<file path="src/rtl/ttfd_pkg.sv">
`default_nettype none
package ttfd_pkg;

    // Defaults for the top-level parameters.
    localparam int PALETTE_ENTRIES_DEF = 16384;
    localparam int MAX_DIMENSION_DEF   = 1024;

    // Fixed widths of the data path.
    localparam int COORD_W     = 13;
    localparam int SIZE_W      = 11;
    localparam int PIDX_W      = 14;
    localparam int QUEUE_DEPTH = 2;

    // Texture format codes.
    localparam logic [3:0] FMT_I4     = 4'd0;
    localparam logic [3:0] FMT_I8     = 4'd1;
    localparam logic [3:0] FMT_IA4    = 4'd2;
    localparam logic [3:0] FMT_IA8    = 4'd3;
    localparam logic [3:0] FMT_RGB565 = 4'd4;
    localparam logic [3:0] FMT_RGB5A3 = 4'd5;
    localparam logic [3:0] FMT_RGBA8  = 4'd6;
    localparam logic [3:0] FMT_C4     = 4'd7;
    localparam logic [3:0] FMT_C8     = 4'd8;
    localparam logic [3:0] FMT_C14X2  = 4'd9;
    localparam logic [3:0] FMT_CMPR   = 4'd10;

    // Palette format codes.
    localparam logic [1:0] PAL_IA8    = 2'd0;
    localparam logic [1:0] PAL_RGB565 = 2'd1;
    localparam logic [1:0] PAL_RGB5A3 = 2'd2;

    // Configuration register indexes.
    localparam logic [1:0] CFG_TEX_FMT = 2'd0;
    localparam logic [1:0] CFG_PAL_FMT = 2'd1;
    localparam logic [1:0] CFG_WIDTH   = 2'd2;
    localparam logic [1:0] CFG_HEIGHT  = 2'd3;

    // One queued job: a chunk to decode or a palette write.
    typedef struct packed {
        logic                is_pal;
        logic [3:0]          fmt;
        logic [1:0]          pal_fmt;
        logic [63:0]         data;
        logic [63:0]         ar;
        logic [COORD_W-1:0]  bx;
        logic [COORD_W-1:0]  by;
        logic [SIZE_W-1:0]   cur_w;
        logic [SIZE_W-1:0]   cur_h;
        logic [PIDX_W-1:0]   pal_idx;
        logic [15:0]         pal_val;
    } t_job;

    function automatic logic [7:0] ex3(input logic [2:0] v);
        return {v, v, v[2:1]};
    endfunction

    function automatic logic [7:0] ex4(input logic [3:0] v);
        return {v, v};
    endfunction

    function automatic logic [7:0] ex5(input logic [4:0] v);
        return {v, v[4:2]};
    endfunction

    function automatic logic [7:0] ex6(input logic [5:0] v);
        return {v, v[5:4]};
    endfunction

    function automatic logic [31:0] rgba(input logic [7:0] r, input logic [7:0] g,
                                         input logic [7:0] b, input logic [7:0] a);
        return {a, b, g, r};
    endfunction

    function automatic logic [31:0] col_565(input logic [15:0] v);
        return rgba(ex5(v[15:11]), ex6(v[10:5]), ex5(v[4:0]), 8'hFF);
    endfunction

    function automatic logic [31:0] col_5a3(input logic [15:0] v);
        if (v[15]) begin
            return rgba(ex5(v[14:10]), ex5(v[9:5]), ex5(v[4:0]), 8'hFF);
        end
        return rgba(ex4(v[11:8]), ex4(v[7:4]), ex4(v[3:0]), ex3(v[14:12]));
    endfunction

    // Palette entry to color; the fourth code gives zero.
    function automatic logic [31:0] pal_color(input logic [1:0] pf, input logic [15:0] e);
        logic [31:0] c;
        case (pf)
            PAL_IA8:    c = rgba(e[7:0], e[7:0], e[7:0], e[15:8]);
            PAL_RGB565: c = col_565(e);
            PAL_RGB5A3: c = col_5a3(e);
            default:    c = 32'd0;
        endcase
        return c;
    endfunction

    // Byte k of a chunk, byte 0 in the top bits.
    function automatic logic [7:0] byte_of(input logic [63:0] w, input logic [2:0] k);
        return 8'(w >> {~k, 3'b000});
    endfunction

    // Offset of texel t inside the chunk's footprint: dx in [4:2], dy in [1:0].
    function automatic logic [4:0] texel_offset(input logic [3:0] fmt, input logic [3:0] t);
        logic [4:0] o;
        case (fmt)
            FMT_I4, FMT_C4:         o = {t[2:0], 1'b0, t[3]};
            FMT_I8, FMT_IA4, FMT_C8: o = {t[2:0], 2'b00};
            FMT_CMPR:               o = {1'b0, t[1:0], t[3:2]};
            default:                o = {1'b0, t[1:0], 2'b00};
        endcase
        return o;
    endfunction

    // Index of the last texel a chunk of this format produces.
    function automatic logic [3:0] texel_last(input logic [3:0] fmt);
        logic [3:0] n;
        case (fmt)
            FMT_I4, FMT_C4, FMT_CMPR: n = 4'd15;
            FMT_I8, FMT_IA4, FMT_C8:  n = 4'd7;
            default:                  n = 4'd3;
        endcase
        return n;
    endfunction

endpackage
`default_nettype wire

</file>
<file path="src/rtl/ttfd_queue.sv">
`default_nettype none
module ttfd_queue (
    input  wire logic           i_clk,
    input  wire logic           i_rst_n,
    input  wire logic           i_push,
    input  ttfd_pkg::t_job      i_job,
    input  wire logic           i_pop,
    output logic                o_full,
    output logic                o_valid,
    output ttfd_pkg::t_job      o_job
);
    localparam int AW = $clog2(ttfd_pkg::QUEUE_DEPTH);

    ttfd_pkg::t_job r_ent [ttfd_pkg::QUEUE_DEPTH];
    logic [AW-1:0]  r_wp, r_rp;
    logic [AW:0]    r_cnt;

    assign o_full  = (r_cnt == (AW+1)'(ttfd_pkg::QUEUE_DEPTH));
    assign o_valid = (r_cnt != '0);
    assign o_job   = r_ent[r_rp];

    // Pointers and fill count.
    always_ff @(posedge i_clk) begin
        if (!i_rst_n) begin
            r_wp  <= '0;
            r_rp  <= '0;
            r_cnt <= '0;
        end else begin
            if (i_push) begin
                r_wp <= (r_wp == AW'(ttfd_pkg::QUEUE_DEPTH - 1)) ? '0 : r_wp + AW'(1);
            end
            if (i_pop) begin
                r_rp <= (r_rp == AW'(ttfd_pkg::QUEUE_DEPTH - 1)) ? '0 : r_rp + AW'(1);
            end
            r_cnt <= r_cnt + (AW+1)'(i_push) - (AW+1)'(i_pop);
        end
    end

    // Entry storage.
    always_ff @(posedge i_clk) begin
        if (i_push) begin
            r_ent[r_wp] <= i_job;
        end
    end

endmodule
`default_nettype wire

</file>
<file path="config.mk">
export PLATFORM = sky130hd
export DESIGN_NAME = ttfd_queue
export DESIGN_NICKNAME = d
export VERILOG_FILES = /design/src/rtl/ttfd_pkg.sv /design/src/rtl/ttfd_queue.sv
export SDC_FILE = /design/constraint.sdc
export NUM_CORES = 1
export LEC_CHECK = 0
export BUFFER_PORTS_ARGS = -buffer_cell sky130_fd_sc_hd__buf_2
export CAP_MARGIN = 20
export CORE_MARGIN = 1
export CORE_UTILIZATION = 47
export DETAILED_ROUTE_END_ITERATION = 8
export GPL_ROUTABILITY_DRIVEN = 1
export GPL_TIMING_DRIVEN = 1
export PLACE_DENSITY = 0.75
export REMOVE_ABC_BUFFERS = 1
export SLEW_MARGIN = 20
export SYNTH_ARGS = -nofsm -noshare
export SYNTH_HDL_FRONTEND = slang
export SYNTH_SLANG_ARGS = --single-unit
</file>
<file path="constraint.sdc">
create_clock -name i_clk -period 13.6 [get_ports i_clk]
set_input_delay 4.08 -clock i_clk [delete_from_list [all_inputs] [get_ports i_clk]]
set_output_delay 4.08 -clock i_clk [all_outputs]
set_load 0.01 [all_outputs]
</file>
# After elaboration in Yosys (flattened, before gate mapping)
# Memories as Yosys holds them, arrays and structs flattened. A register that Yosys moved wholly into a read port is not among the register bits.
# Cells that the tools add are included.
# op_classes
mux	6
n_addsub	4
reduce_logical	1
n_eq_ne	1
# op_table
cell	n
2-to-1 mux 1 bit	6
adder 1 bit (second input constant)	2
adder 2 x 1 -> 2 bit	1
== test 2 bit (second input constant)	1
nonzero test 2 bit	1
subtractor 2 x 1 -> 2 bit	1
# totals
mem_bits_rw	426
wordCells	16
out_inout_bits	215
mem_count	1
regBits	4
input_bits	217
# mem_list
memory	depth	word_bits	read_ports	rd_clocked_by_memory_dff	wr	line	text
r_ent	2	213	1	1	1	ttfd_queue.sv:14	ttfd_pkg::t_job r_ent [ttfd_pkg::QUEUE_DEPTH];

# Depth between registers and ports, before layout
# Gate-level depths: netlist of the first run.
# depth
depth_word	4
depth_mapped	6
ltp_nobuf	6

# Worst setup path before layout of the first run
# OpenSTA, ideal clock, no wires.
# synth_path
path_type	in2reg
start	input port i_push
end	register r_wp
path_stages	2
path_slack_ns	-0.526
setup_time_ns	0.102
n_path_buf	0
t_arrival_ns	14.024
path_cell_list	nor2b_1 > o21a_1
# synth_rtl
item	line	text
from (decl)	ttfd_queue.sv:5	input wire logic i_push,
to (signal assigned)	ttfd_queue.sv:30	r_wp <= (r_wp == AW'(ttfd_pkg::QUEUE_DEPTH - 1)) ? '0 : r_wp + AW'(1);
to (decl)	ttfd_queue.sv:15	logic [AW-1:0] r_wp, r_rp;

==> impl_metrics.csv, run 1 <==
group,metric,value,unit
synthesis,synth_area_per_cell,23.8,µm²
cells_and_area,syn2layout_area_growth,24.6,%
worst_setup_path,critPathTopFamily,"buffers and inverters",
worst_setup_path,path_buf_inv,3,
synthesis,yosysWarnings,0,
clock_network,max-clock-path-buffers,3,
power,leakage,7.99,nW
drt,vias,7979,
power,ir_drop,0.000118,V
clock_network,clkTransAtPathRegs,60,ps
drt,drtPass1Iterations,4,
worst_setup_path,critPathMaxStageDelay,910,ps
worst_setup_path,cp_common_cell,"buf_4",
grt,grt_antenna_before_repair,11,
place,place_congestion,0.803,
sta,slew_headroom,27.8,%
worst_setup_path,end_kind,"primary output",
floorplanning,num_rows,67,
cells_and_area,drive_gt1_share,61.1,%
min_path,min_path_type,"reg2reg",
sta,rsz0062_at_grt,"false",
sta,min_period,7870,ps
clock_network,cts_resized,0,
sta,finClkSkew,15.7,ps
floorplanning,io_pins,432,
clock_network,cts_root_buffer,"clkbuf_16",
sta,worst_pin_slew,1080,ps
clock_network,cts_sinks,431,
cells_and_area,final_common_cell,"buf_2",
floorplanning,die_h,188,µm
floorplanning,die_area,35400,µm²
worst_setup_path,worstPathRequired,9520,ps
drt,wl_per_cell,19.9,µm
place,place_hpwl,22.1,mm
place,port_buffers,431,
cells_and_area,nFillCells,2473,
worst_setup_path,worstSetupPathType,"reg2out",
floorplanning,start_util,48.1,%
worst_setup_path,cp_slowest_cell,"buf_4",
run,maxCapViolations,0,
sta,fin_crit_sh,57.8,%
worst_setup_path,cp-start-kind,"flop",
worst_setup_path,cp_data_arrival_time,3790,ps
synthesis,synth_area,16300,µm²
cells_and_area,fin_cells,1632,
place,dp.cells,1547,
sta,setup_violations,0,
sta,max_freq,0.127,GHz
drt,vias_per_cell,4.89,
sta,maxSlewViolCount,0,
clock_network,cts_tree,"yes",
clock_network,cts_setup_buffers,0,
worst_setup_path,cp_cell_sequence,"buf_4 > buf_4 > mux2_4 > buf_2",
clock_network,ctsHoldBuffers,0,
clock_network,htreeDepth,2,
synthesis,ys_seq_area_share,79.1,%
grt,grt_usage,17.8,%
grt,grt_max_degree,80,
synthesis,netlist_instances,684,
clock_network,numCtsBuffers,44,
drt,drt_iter0_drc,430,
synthesis,synth_cell_types,14,
cells_and_area,mostFrequentLayoutCells,"buf_2, edfxtp_1, mux2_4",
floorplanning,core_area,33900,µm²
grt,overflow,0,
sta,hold_viol,0,
drt,drc,0,
cells_and_area,final_nets,1365,
grt,grt_pass1_wl,47.3,mm
floorplanning,die_x,188,µm
clock_network,clk_latency,530,ps
status,outcome,"completed",
sta,hold_slack,607,ps
worst_setup_path,critPathMaxFanout,61,
synthesis,ys_ff_latch,431,
drt,ant_nets,0,
drt,wl,32.5,mm
power,power_density,151,nW/µm²
grt,grt_pass1_vias,8195,
## worst min-delay path, delay by kind of cell, from the launching register on
| family | cells | cell delay [ps] |
|---|---|---|
| simple gates | 1 | 150 |
| xor+xnor | 1 | 80 |
| flops | 1 | 330 |
## metal layers
| layer | share of wire, % | GRT usage [%] | vias up | wire length (µm) |
|---|---|---|---|---|
| met4 | 2.5 | 6.69 | 12 | 813 |
| met1 | 37 | 20.1 | 3888 | 12100 |
| met5 | 0.21 | 0 | - | 69 |
| met2 | 51 | 30.6 | 344 | 16700 |
| li1 | - | - | 3667 | - |
| met3 | 8.9 | 6.56 | 68 | 2910 |
## cells by family after synthesis
family,count (synthesis),synth area share (%)
adder cells (fa/ha/maj),2,0.153
buffers and inverters,26,1.55
multiplexers,213,18.6
flip-flops,431,79.1
AO/OA/AOI/OAI,1,0.0461
AND/OR/NAND/NOR,9,0.345
XOR/XNOR,2,0.192
## synth_stat cells (all sizes together)
cell	n	area [µm²]
and2	4	25.0
buf	24	245
dfxtp	5	100
edfxtp	426	12800
ha	2	25.0
inv	2	7.51
mux2	213	3040
nor2b	4	25.0
o21a	1	7.51
or2	1	6.26
xnor3	1	22.5
xor2	1	8.76
## power breakdown
group          leakage (nW)  total [mW]  internal [mW]  switching [mW]
Combinational          3.26       0.333          0.172           0.161
Sequential             4.04        1.56           1.54          0.0250
Clock                 0.688        1.18          0.701           0.475
Total                  7.99        3.07           2.41           0.661
## stage by stage
step                      cell area [µm²]  util (%)  setup TNS (ps)  total power, mW  worst slack (ps)
after floorplan                     16100         -         -107950             1.85              -526
after global routing                20300      60.0               0             3.17              5530
final                               20300      60.0               0             3.07              5730
after global placement              18800      55.7               0             1.92              6310
after CTS                           20300      59.8               0             3.10              5650
after detailed placement            18800      55.7               0             1.93              6240
## worst paths after layout
check,startpoint,to,slack (ps),cells after the start
max,flop,o_job[58],5730,4
min,r_rp,r_rp,610,2
min reg2reg,r_rp,r_rp,610,2
max reg2reg,r_wp,r_ent[1][71],10960,2
## registers in the layout (all words and copies together) (netlist names), named ones only
register and flops:
r_cnt 2, r_ent 426, r_rp 1, r_wp 1
## area by class of cell
cell class | count | area, µm² | area share (%)
Sequential cell | 431 | 12900 | 63.5
Multi-Input combinational cell | 227 | 3170 | 15.6
Timing Repair Buffer | 440 | 2240 | 11.1
Clock buffer | 53 | 1160 | 5.69
Tap cell | 448 | 561 | 2.76
Clock inverter | 26 | 260 | 1.28
Antenna cell | 5 | 12.5 | 0.0616
Inverter | 2 | 7.51 | 0.0370
No activity file was read; power rests on OpenSTA's default activity.
==> inputs of run 2 (changes only) <==
Clock period 13.6 ns to 6.6 ns, I/O delays scaled along.
==> impl_metrics.csv, run 2 (synthesized netlist as in run 1, its figures left out) <==
group,metric,value,unit
grt,grt_usage,17.3,%
worst_setup_path,end_kind,"primary output",
cells_and_area,drive_gt1_share,61.2,%
cells_and_area,fin_util,60.1,%
cells_and_area,fin_cells,1629,
cells_and_area,nFillCells,2503,
place,post-place-ws,2730,ps
power,leakage,8.01,nW
grt,grt_pass1_vias,8458,
worst_setup_path,cp_data_arrival_time,2450,ps
grt,grt.met3_usage,5.98,%
worst_setup_path,critPathMaxStageDelay,730,ps
clock_network,cts_tree,"yes",
sta,fin_crit_sh,67.1,%
place,port_buffers,431,
min_path,min_path_type,"reg2reg",
grt,use_met2,30.6,%
clock_network,ctsHoldBuffers,0,
drt,drc,0,
sta,setup_violations,0,
drt,drtPass1Iterations,4,
power,ir_drop,0.000240,V
sta,min_period,4430,ps
place,dp.cells,1546,
grt,grt_antenna_before_repair,13,
cells_and_area,reg_top3,"r_ent: 426 flops, r_cnt: 2 flops",
sta,slew_headroom,43.4,%
floorplanning,die_x,188,µm
status,outcome,"completed",
worst_setup_path,worst-path-stages,3,
place,place_hpwl,21.5,mm
floorplanning,start_util,48.1,%
drt,ant_nets,0,
grt,grt_max_degree,130,
sta,hold_viol,0,
clock_network,clk_latency,530,ps
floorplanning,io_pins,432,
sta,rsz0062_at_grt,"false",
sta,max_freq,0.226,GHz
sta,maxSlewViolCount,0,
floorplanning,num_rows,67,
sta,finClkSkew,24.1,ps
drt,wl,31.9,mm
clock_network,max-clock-path-buffers,3,
worst_setup_path,cp_cell_sequence,"buf_12 > mux2_2 > buf_2",
clock_network,htreeDepth,2,
worst_setup_path,cp_slowest_cell,"dfxtp_4",
sta,fin_ws,2170,ps
cells_and_area,max_flop_register,"r_ent",
cells_and_area,largest_register_ffs,426,
floorplanning,die_h,188,µm
clock_network,cts_sinks,431,
place,place_congestion,0.786,
cells_and_area,mostFrequentLayoutCells,"buf_2, edfxtp_1, mux2_4",
clock_network,clkTransAtPathRegs,60,ps
min_path,holdCritStartpoint,"r_rp",
grt,grt_pass1_wl,46.3,mm
clock_network,numCtsBuffers,44,
cells_and_area,final_nets,1363,
run,maxCapViolations,0,
grt,use_met1,18.7,%
clock_network,cts_root_buffer,"clkbuf_16",
worst_setup_path,worstPathRequired,4620,ps
power,power_density,313,nW/µm²
floorplanning,core_area,33900,µm²
drt,vias_per_cell,4.94,
cells_and_area,syn2layout_area_growth,24.9,%
worst_setup_path,critPathMaxFanout,81,
cells_and_area,final_common_cell,"buf_2",
grt,overflow,0,
worst_setup_path,critPathTopFamily,"flip-flops",
drt,wl_per_cell,19.6,µm
floorplanning,die_area,35400,µm²
clock_network,cts_resized,0,
clock_network,cts_setup_buffers,0,
worst_setup_path,path_buf_inv,2,
min_path,hold_depth,2,
worst_setup_path,cp-start-kind,"flop",
worst_setup_path,worstRegToRegCells,2,
sta,worst_pin_slew,850,ps
worst_setup_path,rr_startpoint,"r_wp",
drt,vias,8055,
worst_setup_path,worstSetupPathType,"reg2out",
grt,grt-busiest-layer,"met2",
worst_setup_path,reg2reg_slack,4600,ps
drt,drt_iter0_drc,378,
-- run 2: power breakdown --
part	leakage, nW	switching (mW)	total (mW)	internal, mW
clock	0.706	0.980	2.45	1.47
sequential	4.04	0.0472	3.22	3.17
combinational	3.26	0.336	0.690	0.355
total	8.01	1.36	6.36	5.00
-- run 2: metal layers --
metal,vias to the layer above,part of all wire (%)
met3,70,9.1
met1,3967,36
met2,346,52
met4,12,2.5
li1,3660,-
met5,-,0.22
-- run 2: cell type report --
class / count / area [µm²] / area share, %
Antenna cell: 7 / 17.5 / 0.0861
Clock buffer: 48 / 1140 / 5.59
Clock inverter: 28 / 297 / 1.46
Inverter: 2 / 7.51 / 0.0369
Multi-Input combinational cell: 227 / 3170 / 15.6
Sequential cell: 431 / 12900 / 63.4
Tap cell: 448 / 561 / 2.75
Timing Repair Buffer: 438 / 2270 / 11.2
-- run 2: worst paths after layout --
kind,to
max,o_job[210]
min reg2reg,r_rp
min,r_rp
max reg2reg,r_ent[1][195]
-- run 2: through the flow --
stage / hold WS (ps) / instance area, µm² / setup TNS, ps / power (mW)
after floorplan: 555 / 16100 / -2066040 / 3.82
final: 597 / 20400 / 0 / 6.36
after detailed placement: 594 / 18900 / 0 / 3.97
after global routing: 636 / 20400 / 0 / 6.57
after CTS: 605 / 20300 / 0 / 6.43
after global placement: 568 / 18900 / 0 / 3.95
-- run 2: tightest hold or removal path: stages, from the launching register on --
cell     delay (ps)
dfxtp_1         330
xor2_1           70
and2_1          150
==> inputs of run 3 (changes only) <==
Settings changed: PLACE_DENSITY 0.75 to 0.72.
Clock period 6.6 ns to 4.5 ns, I/O delays scaled along.
==> impl_metrics.csv, run 3 (synthesized netlist as in run 1, its figures left out) <==
group,metric,value,unit
status,outcome,"completed",
sta,hold_viol,0,
floorplanning,die_h,188,µm
cells_and_area,final_common_cell,"buf_2",
cells_and_area,final_nets,1376,
sta,max_freq,0.275,GHz
drt,vias,8005,
clock_network,cts_setup_buffers,0,
sta,min_period,3640,ps
clock_network,cts_resized,0,
clock_network,clk_latency,550,ps
sta,fin_crit_sh,81.0,%
cells_and_area,mostFrequentLayoutCells,"buf_2, edfxtp_1, mux2_4",
worst_setup_path,worstSetupPathType,"reg2out",
place,port_buffers,431,
min_path,min_path_type,"reg2reg",
grt,grt_pass1_vias,8499,
drt,wl,32.7,mm
floorplanning,core_area,33900,µm²
drt,drc,0,
worst_setup_path,cp_data_arrival_time,2290,ps
drt,ant_nets,0,
drt,drt_iter0_drc,398,
cells_and_area,syn2layout_area_growth,24.8,%
clock_network,htreeDepth,2,
run,maxCapViolations,0,
power,power_density,444,nW/µm²
worst_setup_path,critPathTopFamily,"flip-flops",
sta,setup_violations,0,
drt,wl_per_cell,20.0,µm
power,power,9.03,mW
sta,rsz0062_at_grt,"false",
sta,worst_pin_slew,710,ps
worst_setup_path,cp_slowest_cell,"dfxtp_4",
floorplanning,num_rows,67,
clock_network,clkTransAtPathRegs,50,ps
sta,finClkSkew,7.46,ps
clock_network,cts_tree,"yes",
clock_network,max-clock-path-buffers,3,
power,netSwitchingPower,1.97,mW
grt,grt_max_degree,96,
grt,grt_usage,18.1,%
floorplanning,start_util,48.1,%
place,place_congestion,0.784,
drt,vias_per_cell,4.88,
clock_network,ctsHoldBuffers,0,
power,p_seq_share,52.2,%
drt,drtPass1Iterations,4,
power,ir_drop,0.000346,V
power,p_clk_share,36.3,%
worst_setup_path,path_buf_inv,2,
cells_and_area,drive_gt1_share,61.0,%
floorplanning,die_x,188,µm
clock_network,numCtsBuffers,44,
worst_setup_path,end_kind,"primary output",
sta,maxSlewViolCount,0,
sta,slew_headroom,52.7,%
power,comb_power_share,11.5,%
cells_and_area,largest_register_ffs,426,
clock_network,cts_sinks,431,
power,leakage,8.01,nW
worst_setup_path,cp_cell_sequence,"buf_4 > mux2_2 > buf_2",
grt,grt_antenna_before_repair,9,
power,internal_power,7.06,mW
sta,final.setup.tns,0,ps
floorplanning,die_area,35400,µm²
grt,grt_pass1_wl,47.9,mm
worst_setup_path,cp-start-kind,"flop",
cells_and_area,reg_top3,"r_ent: 426 flops, r_cnt: 2 flops",
cells_and_area,nFillCells,2504,
worst_setup_path,critPathMaxFanout,35,
clock_network,cts_root_buffer,"clkbuf_16",
worst_setup_path,critPathMaxStageDelay,800,ps
worst_setup_path,worstPathRequired,3150,ps
cells_and_area,max_flop_register,"r_ent",
place,place_hpwl,22.5,mm
grt,overflow,0,
floorplanning,io_pins,432,
power,netSwitchingFraction,21.8,%
==> run 3: cell count changes in the layout (fill, tap and decap cells not counted) <==
cell,before,now
buf_4,2,11
buf_12,5,9
clkinvlp_4,1,0
clkinv_2,8,7
inv_6,2,0
diode_2,7,6
clkbuf_1,3,11
bufinv_16,6,1
==> run 3: final timing paths <==
| path | endpoint | slack, ps | startpoint | cells past startpoint |
|---|---|---|---|---|
| max | o_job[26] | 860 | flop | 3 |
| min | flop | 600 | r_rp | 2 |
| max reg2reg | r_ent[1][98] | 2710 | r_wp | 2 |
| min reg2reg | flop | 600 | r_rp | 2 |
==> run 3: metrics by stage <==
| stage | instance area, µm² | setup slack [ps] | hold slack [ps] | std cells | util, % |
|---|---|---|---|---|---|
| 6_report | 20300 | 857 | 601 | 1640 | 60.1 |
| 4_1_cts | 20300 | 780 | 608 | 1634 | 60.0 |
| 5_1_grt | 20300 | 736 | 635 | 1638 | 60.1 |
| 2_1_floorplan | 16100 | -6900 | 555 | 660 | - |
| 3_3_place_gp | 19100 | 1380 | 556 | 1559 | 56.3 |
| 3_5_place_dp | 19100 | 1380 | 595 | 1559 | 56.3 |
==> run 3: final cells by class <==
cell class | count | area (µm²) | area share, %
Sequential cell | 431 | 12900 | 63.4
Multi-Input combinational cell | 227 | 3170 | 15.6
Timing Repair Buffer | 451 | 2420 | 11.9
Clock buffer | 56 | 1170 | 5.74
Tap cell | 448 | 561 | 2.75
Clock inverter | 19 | 116 | 0.572
Antenna cell | 6 | 15.0 | 0.0738
Inverter | 2 | 7.51 | 0.0369
==> run 3: tightest hold or removal path, delay by kind of cell (launching register included) <==
kind / cells / cell delay [ps]
xor+xnor: 1 / 80
flops: 1 / 330
simple gates: 1 / 150
==> run 3: routing by layer <==
layer | routed length [µm] | vias up | GRT usage, % | share of wire (%)
met4 | 796 | 8 | 6.69 | 2.4
li1 | - | 3679 | - | -
met2 | 16800 | 309 | 31.5 | 51
met5 | 53 | - | 0 | 0.16
met3 | 2540 | 60 | 6.24 | 7.8
met1 | 12500 | 3949 | 20.4 | 38
==> run 3: power groups by stage <==
| stage | logic (mW) | registers, mW | clock network (mW) |
|---|---|---|---|
| detailed placement | 1.05 | 4.80 | 0 |
| finish | 1.04 | 4.72 | 3.27 |
| global route | 1.10 | 4.73 | 3.51 |
| CTS | 1.05 | 4.72 | 3.36 |
| global placement | 1.03 | 4.79 | 0 |
| floorplan | 0.706 | 4.90 | 0 |
