$ cat config.mk
export PLATFORM = sky130hd
export DESIGN_NAME = ttfd_front
export DESIGN_NICKNAME = d
export VERILOG_FILES = /design/src/rtl/ttfd_pkg.sv /design/src/rtl/ttfd_front.sv
export SDC_FILE = /design/constraint.sdc
export NUM_CORES = 1
export LEC_CHECK = 0
export ABC_AREA = 1
export BUFFER_PORTS_ARGS = -buffer_cell sky130_fd_sc_hd__buf_2
export CORE_ASPECT_RATIO = 1.25
export CORE_UTILIZATION = 55
export DETAILED_ROUTE_END_ITERATION = 7
export PLACE_DENSITY = 0.77
export SETUP_SLACK_MARGIN = 0.02
export SYNTH_ARGS = -nofsm -noshare
export SYNTH_HDL_FRONTEND = slang
export SYNTH_SLANG_ARGS = --single-unit
$ cat constraint.sdc
create_clock -name i_clk -period 7.4 [get_ports i_clk]
set_input_delay 2.22 -clock i_clk [delete_from_list [all_inputs] [get_ports i_clk]]
set_output_delay 2.22 -clock i_clk [all_outputs]
set_load 0.005 [all_outputs]
$ cat src/rtl/ttfd_pkg.sv
`default_nettype none
package ttfd_pkg;

    // Defaults for the top-level parameters.
    localparam int PALETTE_ENTRIES_DEF = 16384;
    localparam int MAX_DIMENSION_DEF   = 1024;

    // Fixed widths of the data path.
    localparam int COORD_W     = 13;
    localparam int SIZE_W      = 11;
    localparam int PIDX_W      = 14;
    localparam int QUEUE_DEPTH = 2;

    // Texture format codes.
    localparam logic [3:0] FMT_I4     = 4'd0;
    localparam logic [3:0] FMT_I8     = 4'd1;
    localparam logic [3:0] FMT_IA4    = 4'd2;
    localparam logic [3:0] FMT_IA8    = 4'd3;
    localparam logic [3:0] FMT_RGB565 = 4'd4;
    localparam logic [3:0] FMT_RGB5A3 = 4'd5;
    localparam logic [3:0] FMT_RGBA8  = 4'd6;
    localparam logic [3:0] FMT_C4     = 4'd7;
    localparam logic [3:0] FMT_C8     = 4'd8;
    localparam logic [3:0] FMT_C14X2  = 4'd9;
    localparam logic [3:0] FMT_CMPR   = 4'd10;

    // Palette format codes.
    localparam logic [1:0] PAL_IA8    = 2'd0;
    localparam logic [1:0] PAL_RGB565 = 2'd1;
    localparam logic [1:0] PAL_RGB5A3 = 2'd2;

    // Configuration register indexes.
    localparam logic [1:0] CFG_TEX_FMT = 2'd0;
    localparam logic [1:0] CFG_PAL_FMT = 2'd1;
    localparam logic [1:0] CFG_WIDTH   = 2'd2;
    localparam logic [1:0] CFG_HEIGHT  = 2'd3;

    // One queued job: a chunk to decode or a palette write.
    typedef struct packed {
        logic                is_pal;
        logic [3:0]          fmt;
        logic [1:0]          pal_fmt;
        logic [63:0]         data;
        logic [63:0]         ar;
        logic [COORD_W-1:0]  bx;
        logic [COORD_W-1:0]  by;
        logic [SIZE_W-1:0]   cur_w;
        logic [SIZE_W-1:0]   cur_h;
        logic [PIDX_W-1:0]   pal_idx;
        logic [15:0]         pal_val;
    } t_job;

    function automatic logic [7:0] ex3(input logic [2:0] v);
        return {v, v, v[2:1]};
    endfunction

    function automatic logic [7:0] ex4(input logic [3:0] v);
        return {v, v};
    endfunction

    function automatic logic [7:0] ex5(input logic [4:0] v);
        return {v, v[4:2]};
    endfunction

    function automatic logic [7:0] ex6(input logic [5:0] v);
        return {v, v[5:4]};
    endfunction

    function automatic logic [31:0] rgba(input logic [7:0] r, input logic [7:0] g,
                                         input logic [7:0] b, input logic [7:0] a);
        return {a, b, g, r};
    endfunction

    function automatic logic [31:0] col_565(input logic [15:0] v);
        return rgba(ex5(v[15:11]), ex6(v[10:5]), ex5(v[4:0]), 8'hFF);
    endfunction

    function automatic logic [31:0] col_5a3(input logic [15:0] v);
        if (v[15]) begin
            return rgba(ex5(v[14:10]), ex5(v[9:5]), ex5(v[4:0]), 8'hFF);
        end
        return rgba(ex4(v[11:8]), ex4(v[7:4]), ex4(v[3:0]), ex3(v[14:12]));
    endfunction

    // Palette entry to color; the fourth code gives zero.
    function automatic logic [31:0] pal_color(input logic [1:0] pf, input logic [15:0] e);
        logic [31:0] c;
        case (pf)
            PAL_IA8:    c = rgba(e[7:0], e[7:0], e[7:0], e[15:8]);
            PAL_RGB565: c = col_565(e);
            PAL_RGB5A3: c = col_5a3(e);
            default:    c = 32'd0;
        endcase
        return c;
    endfunction

    // Byte k of a chunk, byte 0 in the top bits.
    function automatic logic [7:0] byte_of(input logic [63:0] w, input logic [2:0] k);
        return 8'(w >> {~k, 3'b000});
    endfunction

    // Offset of texel t inside the chunk's footprint: dx in [4:2], dy in [1:0].
    function automatic logic [4:0] texel_offset(input logic [3:0] fmt, input logic [3:0] t);
        logic [4:0] o;
        case (fmt)
            FMT_I4, FMT_C4:         o = {t[2:0], 1'b0, t[3]};
            FMT_I8, FMT_IA4, FMT_C8: o = {t[2:0], 2'b00};
            FMT_CMPR:               o = {1'b0, t[1:0], t[3:2]};
            default:                o = {1'b0, t[1:0], 2'b00};
        endcase
        return o;
    endfunction

    // Index of the last texel a chunk of this format produces.
    function automatic logic [3:0] texel_last(input logic [3:0] fmt);
        logic [3:0] n;
        case (fmt)
            FMT_I4, FMT_C4, FMT_CMPR: n = 4'd15;
            FMT_I8, FMT_IA4, FMT_C8:  n = 4'd7;
            default:                  n = 4'd3;
        endcase
        return n;
    endfunction

endpackage
`default_nettype wire

$ cat src/rtl/ttfd_front.sv
`default_nettype none
module ttfd_front #(
    parameter int MAX_DIMENSION = ttfd_pkg::MAX_DIMENSION_DEF
) (
    input  wire logic                          i_clk,
    input  wire logic                          i_rst_n,
    input  wire logic                          i_cfg_we,
    input  wire logic [1:0]                    i_cfg_index,
    input  wire logic [ttfd_pkg::SIZE_W-1:0]   i_cfg_data,
    input  wire logic                          i_valid,
    input  wire logic                          i_command,
    input  wire logic                          i_frame_start,
    input  wire logic [63:0]                   i_chunk_bytes,
    input  wire logic [ttfd_pkg::PIDX_W-1:0]   i_palette_index,
    input  wire logic [15:0]                   i_palette_value,
    input  wire logic                          i_q_full,
    output logic                               o_stall,
    output logic                               o_push,
    output ttfd_pkg::t_job                     o_job
);
    localparam int TCW = $clog2(MAX_DIMENSION / 4);
    localparam int CW  = ttfd_pkg::COORD_W;
    localparam int SW  = ttfd_pkg::SIZE_W;

    logic [3:0]    r_tex_fmt;
    logic [1:0]    r_pal_fmt;
    logic [SW-1:0] r_width;
    logic [SW-1:0] r_height;
    logic [TCW-1:0] r_col, n_col;
    logic [TCW-1:0] r_row, n_row;
    logic [2:0]    r_cit, n_cit;
    logic [63:0]   r_ar [4];

    logic          accept;
    logic          known;
    logic          tw8, th8, cpt8, fill, tile_done;
    logic [TCW-1:0] col, row;
    logic [2:0]    cit, c;
    logic [SW-1:0] cur_w, cur_h;
    logic [CW-1:0] x0, y0, bx, by, across, down, col_inc, row_inc;

    assign o_stall = i_q_full;
    assign accept  = i_valid && !i_q_full;

    // Clamp the configured size to the supported maximum.
    assign cur_w = ({2'b00, r_width} > CW'(MAX_DIMENSION)) ? SW'(MAX_DIMENSION) : r_width;
    assign cur_h = ({2'b00, r_height} > CW'(MAX_DIMENSION)) ? SW'(MAX_DIMENSION) : r_height;

    // Classify the chunk and place it in the tile walk.
    always_comb begin
        col   = i_frame_start ? '0 : r_col;
        row   = i_frame_start ? '0 : r_row;
        cit   = i_frame_start ? '0 : r_cit;
        known = (r_tex_fmt <= ttfd_pkg::FMT_CMPR);
        tw8   = (r_tex_fmt <= ttfd_pkg::FMT_IA4) || (r_tex_fmt == ttfd_pkg::FMT_C4) ||
                (r_tex_fmt == ttfd_pkg::FMT_C8) || (r_tex_fmt == ttfd_pkg::FMT_CMPR);
        th8   = (r_tex_fmt == ttfd_pkg::FMT_I4) || (r_tex_fmt == ttfd_pkg::FMT_C4) ||
                (r_tex_fmt == ttfd_pkg::FMT_CMPR);
        cpt8  = (r_tex_fmt == ttfd_pkg::FMT_RGBA8);
        c     = cpt8 ? cit : {1'b0, cit[1:0]};
        x0    = tw8 ? (CW'(col) << 3) : (CW'(col) << 2);
        y0    = th8 ? (CW'(row) << 3) : (CW'(row) << 2);
        fill  = cpt8 && !c[2];
        bx    = x0;
        by    = y0 + CW'(c);
        case (r_tex_fmt)
            ttfd_pkg::FMT_I4, ttfd_pkg::FMT_C4: begin
                by = y0 + CW'({c, 1'b0});
            end
            ttfd_pkg::FMT_RGBA8: begin
                by = y0 + CW'(c[1:0]);
            end
            ttfd_pkg::FMT_CMPR: begin
                bx = x0 + CW'({c[0], 2'b00});
                by = y0 + CW'({c[1], 2'b00});
            end
            default: begin
                by = y0 + CW'(c);
            end
        endcase
        tile_done = cpt8 ? (c == 3'd7) : (c == 3'd3);
        across    = tw8 ? ((CW'(cur_w) + CW'(7)) >> 3) : ((CW'(cur_w) + CW'(3)) >> 2);
        down      = th8 ? ((CW'(cur_h) + CW'(7)) >> 3) : ((CW'(cur_h) + CW'(3)) >> 2);
        col_inc   = CW'(col) + CW'(1);
        row_inc   = CW'(row) + CW'(1);
        n_col     = col;
        n_row     = row;
        n_cit     = cit;
        if (known) begin
            if (tile_done) begin
                n_cit = '0;
                if (col_inc >= across) begin
                    n_col = '0;
                    n_row = (row_inc >= down) ? '0 : TCW'(row_inc);
                end else begin
                    n_col = TCW'(col_inc);
                end
            end else begin
                n_cit = c + 3'd1;
            end
        end
    end

    // Job handed to the back end.
    always_comb begin
        o_push          = accept && (i_command || (known && !fill));
        o_job.is_pal    = i_command;
        o_job.fmt       = r_tex_fmt;
        o_job.pal_fmt   = r_pal_fmt;
        o_job.data      = i_chunk_bytes;
        o_job.ar        = r_ar[c[1:0]];
        o_job.bx        = bx;
        o_job.by        = by;
        o_job.cur_w     = cur_w;
        o_job.cur_h     = cur_h;
        o_job.pal_idx   = i_palette_index;
        o_job.pal_val   = i_palette_value;
    end

    // Configuration and walk state.
    always_ff @(posedge i_clk) begin
        if (!i_rst_n) begin
            r_tex_fmt <= ttfd_pkg::FMT_I4;
            r_pal_fmt <= ttfd_pkg::PAL_IA8;
            r_width   <= SW'(1024);
            r_height  <= SW'(1024);
            r_col     <= '0;
            r_row     <= '0;
            r_cit     <= '0;
        end else begin
            if (i_cfg_we) begin
                case (i_cfg_index)
                    ttfd_pkg::CFG_TEX_FMT: r_tex_fmt <= i_cfg_data[3:0];
                    ttfd_pkg::CFG_PAL_FMT: r_pal_fmt <= i_cfg_data[1:0];
                    ttfd_pkg::CFG_WIDTH:   r_width   <= i_cfg_data;
                    ttfd_pkg::CFG_HEIGHT:  r_height  <= i_cfg_data;
                    default: ;
                endcase
            end
            if (accept && !i_command) begin
                r_col <= n_col;
                r_row <= n_row;
                r_cit <= n_cit;
            end
        end
    end

    // The alpha-red half of an RGBA8 tile waits here for its green-blue half.
    always_ff @(posedge i_clk) begin
        if (accept && !i_command && known && fill) begin
            r_ar[c[1:0]] <= i_chunk_bytes;
        end
    end

endmodule
`default_nettype wire

After elaboration in Yosys (flattened, before gate mapping)
Memories as Yosys holds them, arrays and structs flattened.
Index checks and enable logic that the tools add are counted.
Widths: inputs -> output; s select.
{"block": "op_classes", "n_addsub": 12, "order_cmp": 6, "eq_ne": 9, "mux": 24, "n_reduce_logical": 24}
{"operator": "$mux 8", "count": 9}
{"operator": "$mux 11", "count": 4}
{"operator": "$add 11x3->12", "count": 3}
{"operator": "$pmux 12 s3", "count": 1}
{"operator": "$add 11x2->12 const B", "count": 2}
{"operator": "$add 11x3->12 const B", "count": 2}
{"operator": "$gt 11x11->1 const B", "count": 2}
{"operator": "$ge 9x10->1", "count": 2}
{"operator": "$mux 10", "count": 2}
{"operator": "$add 8x1->9 const B", "count": 2}
{"operator": "$mux 13", "count": 1}
{"operator": "$add 11x2->12", "count": 1}
{"operator": "$add 11x4->12", "count": 1}
{"operator": "$mux 3", "count": 4}
{"operator": "$eq 4x3->1 const B", "count": 2}
{"operator": "$eq 4x4->1 const B", "count": 2}
{"operator": "$reduce_and 2->1", "count": 4}
{"operator": "$logic_and 1x1->1", "count": 7}
{"operator": "$logic_or 1x1->1", "count": 6}
{"operator": "$eq 2x2->1 const B", "count": 2}
{"operator": "$le 4x2->1 const B", "count": 1}
{"operator": "$le 4x4->1 const B", "count": 1}
{"operator": "$logic_not 1->1", "count": 4}
{"operator": "$logic_not 4->1", "count": 1}
{"operator": "7 further kinds", "count": 9}
{"block": "totals", "ff_bits": 47, "ram_bits": 256, "out_inout_bits": 215, "wordCells": 83, "mem_count": 1}
{"memory": "r_ar", "depth": 4, "width": 64, "rd": 1, "rd_clocked_by_memory_dff": 0, "write_ports": 1, "line_no": "ttfd_front.sv:32", "source": "logic [63:0] r_ar [4];"}

Longest topological paths before layout
Gate-level depths: netlist (run 1).
{"block": "depth", "ltp_word": 9, "depth_mapped": 24}

Worst setup path after synthesis (run 1)
OpenSTA, ideal clock, no wires.
{"block": "synth_timing", "path_kind": "input-to-reg", "startpoint": "in i_frame_start", "endpoint": "mem r_ar[3][0], enable pin", "setup_time_ps": 486, "arrival_time_ps": 6017, "required_ps": 6914, "setup_slack_ps": 897, "path_stages": 9, "path_buffers": 3, "cell_sequence": "inv_1 -> buf_4 -> nand2_1 -> inv_1 -> buf_2 -> clkbuf_1 -> ha_1 -> inv_1 -> nor2_1"}
{"block": "synth_between", "elab_chain_cells": 7}
{"element": "start, declared", "line_no": "ttfd_front.sv:12", "source": "input wire logic i_frame_start,"}
{"element": "$mux 3 *", "line_no": "ttfd_front.sv:53", "source": "cit = i_frame_start ? '0 : r_cit;"}
{"element": "$mux 3 *", "line_no": "ttfd_front.sv:60", "source": "c = cpt8 ? cit : {1'b0, cit[1:0]};"}
{"element": "$logic_not 1->1", "line_no": "ttfd_front.sv:63", "source": "fill = cpt8 && !c[2];"}
{"element": "$logic_and 1x1->1", "line_no": "ttfd_front.sv:63"}
{"element": "$logic_and 1x1->1", "line_no": "ttfd_front.sv:150", "source": "if (accept && !i_command && known && fill) begin"}
{"element": "$mux 1", "line_no": "ttfd_front.sv:150"}
{"element": "$mux 1 (implied by the code)", "line_no": "ttfd_front.sv:151", "source": "r_ar[c[1:0]] <= i_chunk_bytes;"}
{"element": "end, declared", "line_no": "ttfd_front.sv:32"}
Mark *: on every way between the ends. The rest lies on a longest branch, timed or not.

==> results of run 1 <==
-- routing by layer --
| layer | track usage (%) | share of wire [%] |
|---|---|---|
| met5 | 0 | 0 |
| met4 | 8.95 | 2.6 |
| met3 | 4.67 | 7.4 |
| met2 | 43.9 | 51 |
| met1 | 27.9 | 39 |
-- cell families after synthesis --
kind of cell    count (synthesis)
other cells                     1
xor+xnor                       18
simple gates                  464
fa+ha+maj                      29
compound gates                354
buf+inv                       295
flops                         303
-- through the flow --
step	setup slack [ns]	hold slack [ns]	std cells	power (W)
6_report	0.924	0.477	1978	0.00375
5_1_grt	0.795	0.504	1978	0.00387
4_1_cts	0.939	0.474	1978	0.00377
3_5_place_dp	0.947	0.460	1922	0.00220
3_3_place_gp	1.02	0.453	1922	0.00219
2_1_floorplan	0.897	0.444	1469	0.00211
-- layout make-up --
class | count | area, um^2 | area share (%)
well taps | 340 | 425 | 2.58
clock buffers | 33 | 783 | 4.75
flip-flops and latches | 303 | 8630 | 52.3
clock inverters | 23 | 265 | 1.61
inverters | 134 | 504 | 3.06
repair buffers | 274 | 1450 | 8.77
multi-input cells | 871 | 4450 | 27.0
-- flip-flops by register name, summed over array words and instances (netlist names) --
signal	flops
r_ar	256
r_cit	3
r_col	8
r_height	11
r_pal_fmt	2
r_row	8
r_tex_fmt	4
r_width	11
-- synth_stat cells (2+ instances only) --
library cell  number
edfxtp_1         256
nand4_1           10
nand3_2            3
o21ai_0          198
a31oi_1            6
a21oi_1           65
nand3_1           41
clkbuf_1          42
inv_2              3
inv_1            130
o21ai_2            9
o211ai_1           3
dfxtp_1           47
o22ai_1           64
nor2_1           230
xor2_1            16
nor3_1            11
ha_1              28
buf_4            101
buf_2             16
nor3_2             4
o21ai_1            6
nand2_2           10
nor2_2            10
nand2_1          142
xnor2_1            2
-- report_power, final --
group	leakage [nW]	internal, W	total [W]	switching [W]
registers	2.68	0.00186	0.00187	0.0000113
logic	3.43	0.000104	0.000295	0.000191
clock network	0.501	0.000944	0.00159	0.000643
-- how the worst max path moves through the flow --
| stage | cells after the start | slack, ns | end | start |
|---|---|---|---|---|
| global route | 12 | 0.79 | o_job[62] | i_frame_start |
| detailed placement | 12 | 0.95 | o_job[62] | i_frame_start |
| global placement | 12 | 1.02 | o_job[62] | i_frame_start |
| finish | 12 | 0.92 | o_job[62] | i_frame_start |
| floorplan | 9 | 0.90 | r_ar[3][0]$_DFFE_PP_ | i_frame_start |
| CTS | 12 | 0.94 | o_job[62] | i_frame_start |
-- worst reg2reg max path, delay by kind of cell, from the launching register on --
family	cells	cell delay, ns
AND/OR/NAND/NOR	13	1.44
AO/OA/AOI/OAI	4	0.70
buffers and inverters	3	0.45
flip-flops	1	0.40
adder cells (fa/ha/maj)	1	0.27
==> run metrics, run 1 <==
result of the run finished, final reports clean; post-layout min period 6.48 ns; power density over cell area 227 nW/um^2; Reg-to-Reg Start r_width[10]$_SDFFE_PN1P_; crit path max-delay cell type inv_1; Syn. warnings 0; Max Freq 154 MHz; Cell variety after synth 37; H-tree depth reported by CTS 1; Total Neg Setup Slack 0 ns; Util after Layout a little under two thirds; sequential area share after synthesis around three fifths; post-cts sizing count 0; syn_area_per_cell 9.93 um^2; # diodes 0; max cap viols 0; largest family of logic cells by synthesized area simple AND/OR/NAND/NOR gates; multiplexer share of the synthesized area 0%; FF+latch count, synth 303; drt wl/cell 16.9 um; CTS Root Cell clkbuf_16; Final #Nets between 1,500 and 2,000; total congestion overflow 0; Tightest Pin Transition 0.997 ns; Die Y between 150 and 200 um; Final ANT Viol Nets 0; deepest clock path buffer count 3; Most common cell on crit path nand2_1; largest net degree at the start of global routing 133; DR vias/cell 5.52; simple-gate share of the synthesized area 13.4%; number of hold buffers added after cts 0; CP endpoint kind output pin; post-route cell area 16,500 um^2; DR iter-0 viols 704; post-synth top area cell edfxtp_1; total number of vias 10,900; Die W 147 um; critical path class primary input to output pin; DP Area 15,500 um^2; CTS sink count 303; CP startpoint kind primary input; Syn Std Cell Area 14,500 um^2; delay-heaviest family, CP simple AND/OR/NAND/NOR gates; Top FF cell, synth edfxtp_1; Clock Latency Late Sink 0.55 ns; Die ar. 27,100 um^2; Synth area leaders edfxtp_1 53%, o21ai_0 6.8%, dfxtp_1 6.5%; first-pass GRT wire length 51.4 mm; core area 26,000 um^2; worst rel slew slack 33.6%; Hold Path Class flop to flop; DRT Pass-1 Iters 5; Worst Clk Skew 0.0226 ns; I/O Buffers between 200 and 300; Final Wtd Congestion 0.895; DP HPWL 21.2 mm; Lkg Pwr 6.62 nW; most frequent cells in the layout 264 x buf_2, 256 x edfxtp_1, 226 x nor2_1; hold violation total from the final report 0; Total Routing Usage GR 24.1%; RSZ-0062 raised after global routing no; boundary pin count 329; WP data required between 5 and 6 ns; Synth Area in Adders 2.55%; ys async rst share 0%; WP data arrival ~4.3 ns; fill count 2,034; Crit Reg-Reg Endpoint r_row[0]$_SDFFE_PN0P_; number of global-route vias before repair 10,400; crit share post-route 87.5%; TritonCTS clock tree done; routed wire length 33.4 mm; Worst Hold Launch r_col[0]$_SDFFE_PN0P_; r2r setup slk 4.03 ns; std cell rows 66; reg2reg path depth 21; layout cell share with drive strength beyond 1 22.4%; CP Cell Sequence buf_2, inv_1, nand2_2, nor2_1, ha_1, fa_1, inv_1, nor3_2, nand2_1, nand2_1, nand2_1, buf_2; number of flops mapped to enable cells by yosys around 260; Final Max Tran Viols 0; crit path max fanout 12; XOR/XNOR Fraction of Synth Area 1.08%; Peak supply drop 281 uV; Hold Path Sink r_col[0]$_SDFFE_PN0P_; Initial Utilization 55.9%; Yosys top cell area share 52.9%; initial antenna violation count 0; setup violators final 0; Worst Hold Depth 2; leading cell type in the layout, fill and taps excluded buf_2; Synth Area in Compound Gates 13.1%; Worst-path clk slew around 0.07 ns; Crit path buffers/inverters 4; postcts setup bufs 0; Synth-to-Final Area Change 13.5%; CP max stage delay 0.35 ns; Post-Synthesis Cells around 1,500; cts bufs inserted 30; DRC violations left 0
(Power assumes the default switching activity.)
==> run 2, diff against run 1 <==
- PLACE_DENSITY: 0.77 -> 0.81
==> run 2 against run 1 <==
Via count increased by 0.63%. Highest routed layer unchanged. Critical path depth did not move. Clock skew down 0.012 ns. Hold slack is essentially flat. Non-clock buffer count is 3 higher. Sequential share of layout area rose by 0.30 points. Global-route usage shrank 0.24 points. First-iteration DRC count is 6.0% higher. Die area unchanged. Critical path type unchanged.
==> run metrics, run 2 (synthesis gave the netlist of run 1 again) <==
number of global-route vias before repair 10,800 (was 10,400); CP startpoint kind primary input (unchanged); layout cell share with drive strength beyond 1 22.6% (was 22.4%); Final #Nets 1,758 (was 1,757); first-pass GRT wire length 51.1 mm (was 51.4 mm); std cell rows 66 (unchanged); Die Y 184 um (unchanged); Register Area 8630 um^2 (unchanged); most frequent cells in the layout 264 x buf_2, 256 x edfxtp_1, 226 x nor2_1 (unchanged); CTS sink count 303 (unchanged); DRC violations left 0 (unchanged); Final ANT Viol Nets 0 (unchanged); setup violators final 0 (unchanged); area of the multi-input gates 4450 um^2 (unchanged); Hold WS 0.476 ns (was 0.477 ns); crit path max fanout 12 (unchanged); leading cell type in the layout, fill and taps excluded buf_2 (unchanged); drt wl/cell 16.7 um (was 16.9 um); total congestion overflow 0 (unchanged); max cap viols 0 (unchanged); Total Routing Usage GR 23.8% (was 24.1%); fill count 2,037 (was 2,034); Final Max Tran Viols 0 (unchanged); I/O Buffers 264 (unchanged); Final Wtd Congestion 0.928 (was 0.895); DRT Pass-1 Iters 6 (was 5); Synth-to-Final Area Change 12.8% (was 13.5%); largest net degree at the start of global routing 133 (unchanged); Lkg Pwr 6.58 nW (was 6.62 nW); H-tree depth reported by CTS 1 (unchanged); power density over cell area 217 nW/um^2 (was 227 nW/um^2); CTS Root Cell clkbuf_16 (unchanged); post-route cell area 16,400 um^2 (was 16,500 um^2); cts bufs inserted 28 (was 30); DP HPWL 21.2 mm (about the same); Worst-path clk slew 0.07 ns (about the same); Crit Reg-Reg Endpoint r_row[0]$_SDFFE_PN0P_ (unchanged); DR iter-0 viols 746 (was 704); Peak supply drop 221 uV (was 281 uV); post-layout min period 6.44 ns (was 6.48 ns); Util after Layout 63.1% (was 63.4%); Die W 147 um (unchanged); WP data arrival 4.22 ns (was 4.26 ns); reg2reg path depth 20 (was 21); DR vias/cell 5.56 (was 5.52); WP data required 5.18 ns (about the same); total number of vias 11,000 (was 10,900); Worst Clk Skew 0.0109 ns (was 0.0226 ns); TritonCTS clock tree done (unchanged); postcts setup bufs 0 (unchanged); critical path class primary input to output pin (unchanged); hold violation total from the final report 0 (unchanged); crit share post-route 87.0% (was 87.5%); Clock Latency Late Sink 0.53 ns (was 0.55 ns); Die ar. 27,100 um^2 (unchanged); Reg-to-Reg Start r_tex_fmt[2]$_SDFFE_PN0P_ (was r_width[10]$_SDFFE_PN1P_); Critical Path Start i_frame_start (unchanged); Total Neg Setup Slack 0 ns (unchanged); DP Area 15,500 um^2 (about the same); worst rel slew slack 52.0% (was 33.6%); boundary pin count 329 (unchanged); initial antenna violation count 0 (unchanged); number of hold buffers added after cts 0 (unchanged); # diodes 0 (unchanged); CP endpoint kind output pin (unchanged); Hold Path Class flop to flop (unchanged); Initial Utilization 55.9% (unchanged); result of the run finished, final reports clean (unchanged); max reg flops 256 (unchanged); Max Freq 155 MHz (was 154 MHz); Tightest Pin Transition 0.720 ns (was 0.997 ns); deepest clock path buffer count 3 (unchanged); post-cts sizing count 0 (unchanged); RSZ-0062 raised after global routing no (unchanged); core area 26,000 um^2 (unchanged); CP Capture Point o_job[62] (unchanged); Tot Pwr 0.00357 W (was 0.00375 W); r2r setup slk 4.11 ns (was 4.03 ns); routed wire length 33.0 mm (was 33.4 mm)
run 2: area by class of cell:
type                    count  area share, %
clock buffers              31           4.47
clock inverters            20           1.05
inverters                 134           3.07
multi-input cells         871           27.1
flip-flops and latches    303           52.6
well taps                 340           2.59
repair buffers            277           9.11
run 2: layer usage:
| layer | share of wire (%) | vias to the layer above | track usage, % |
|---|---|---|---|
| met1 | 36 | 5175 | 25.7 |
| met4 | 3.0 | 0 | 11.7 |
| met5 | 0 | - | 0 |
| li1 | - | 5251 | - |
| met3 | 8.8 | 82 | 5.46 |
| met2 | 52 | 483 | 43.7 |
run 2: worst min-delay path by stage:
stage                             startpoint                  endpoint  slack [ns]  cells past startpoint
finish               r_width[9]$_SDFFE_PN0P_   r_width[9]$_SDFFE_PN0P_        0.48                      2
global route         r_width[9]$_SDFFE_PN0P_   r_width[9]$_SDFFE_PN0P_        0.49                      2
CTS                  r_width[9]$_SDFFE_PN0P_   r_width[9]$_SDFFE_PN0P_        0.48                      2
detailed placement   r_width[9]$_SDFFE_PN0P_   r_width[9]$_SDFFE_PN0P_        0.47                      2
global placement       r_col[0]$_SDFFE_PN0P_     r_col[0]$_SDFFE_PN0P_        0.45                      2
floorplan           r_height[1]$_SDFFE_PN0P_  r_height[1]$_SDFFE_PN0P_        0.44                      2
run 2: critical path: stages:
cell and delay (ns):
buf_2 0.18, inv_1 0.36, nand2_2 0.14, nor2_1 0.22, ha_1 0.23, fa_1 0.22
inv_1 0.09, nor3_2 0.25, nand2_1 0.08, nand2_1 0.06, nand2_1 0.04, buf_2 0.11
run 2: metrics by stage:
stage	setup slack (ns)	std cells
after CTS	1.00	1976
final	0.963	1976
after detailed placement	1.01	1925
after global placement	1.05	1925
after global routing	0.831	1976
after floorplan	0.897	1469
run 2: report_power, final:
part	total, W	internal (W)	switching (W)
Clock	0.00140	0.000789	0.000615
Sequential	0.00187	0.00186	0.0000109
Combinational	0.000293	0.000104	0.000189
Total	0.00357	0.00275	0.000815
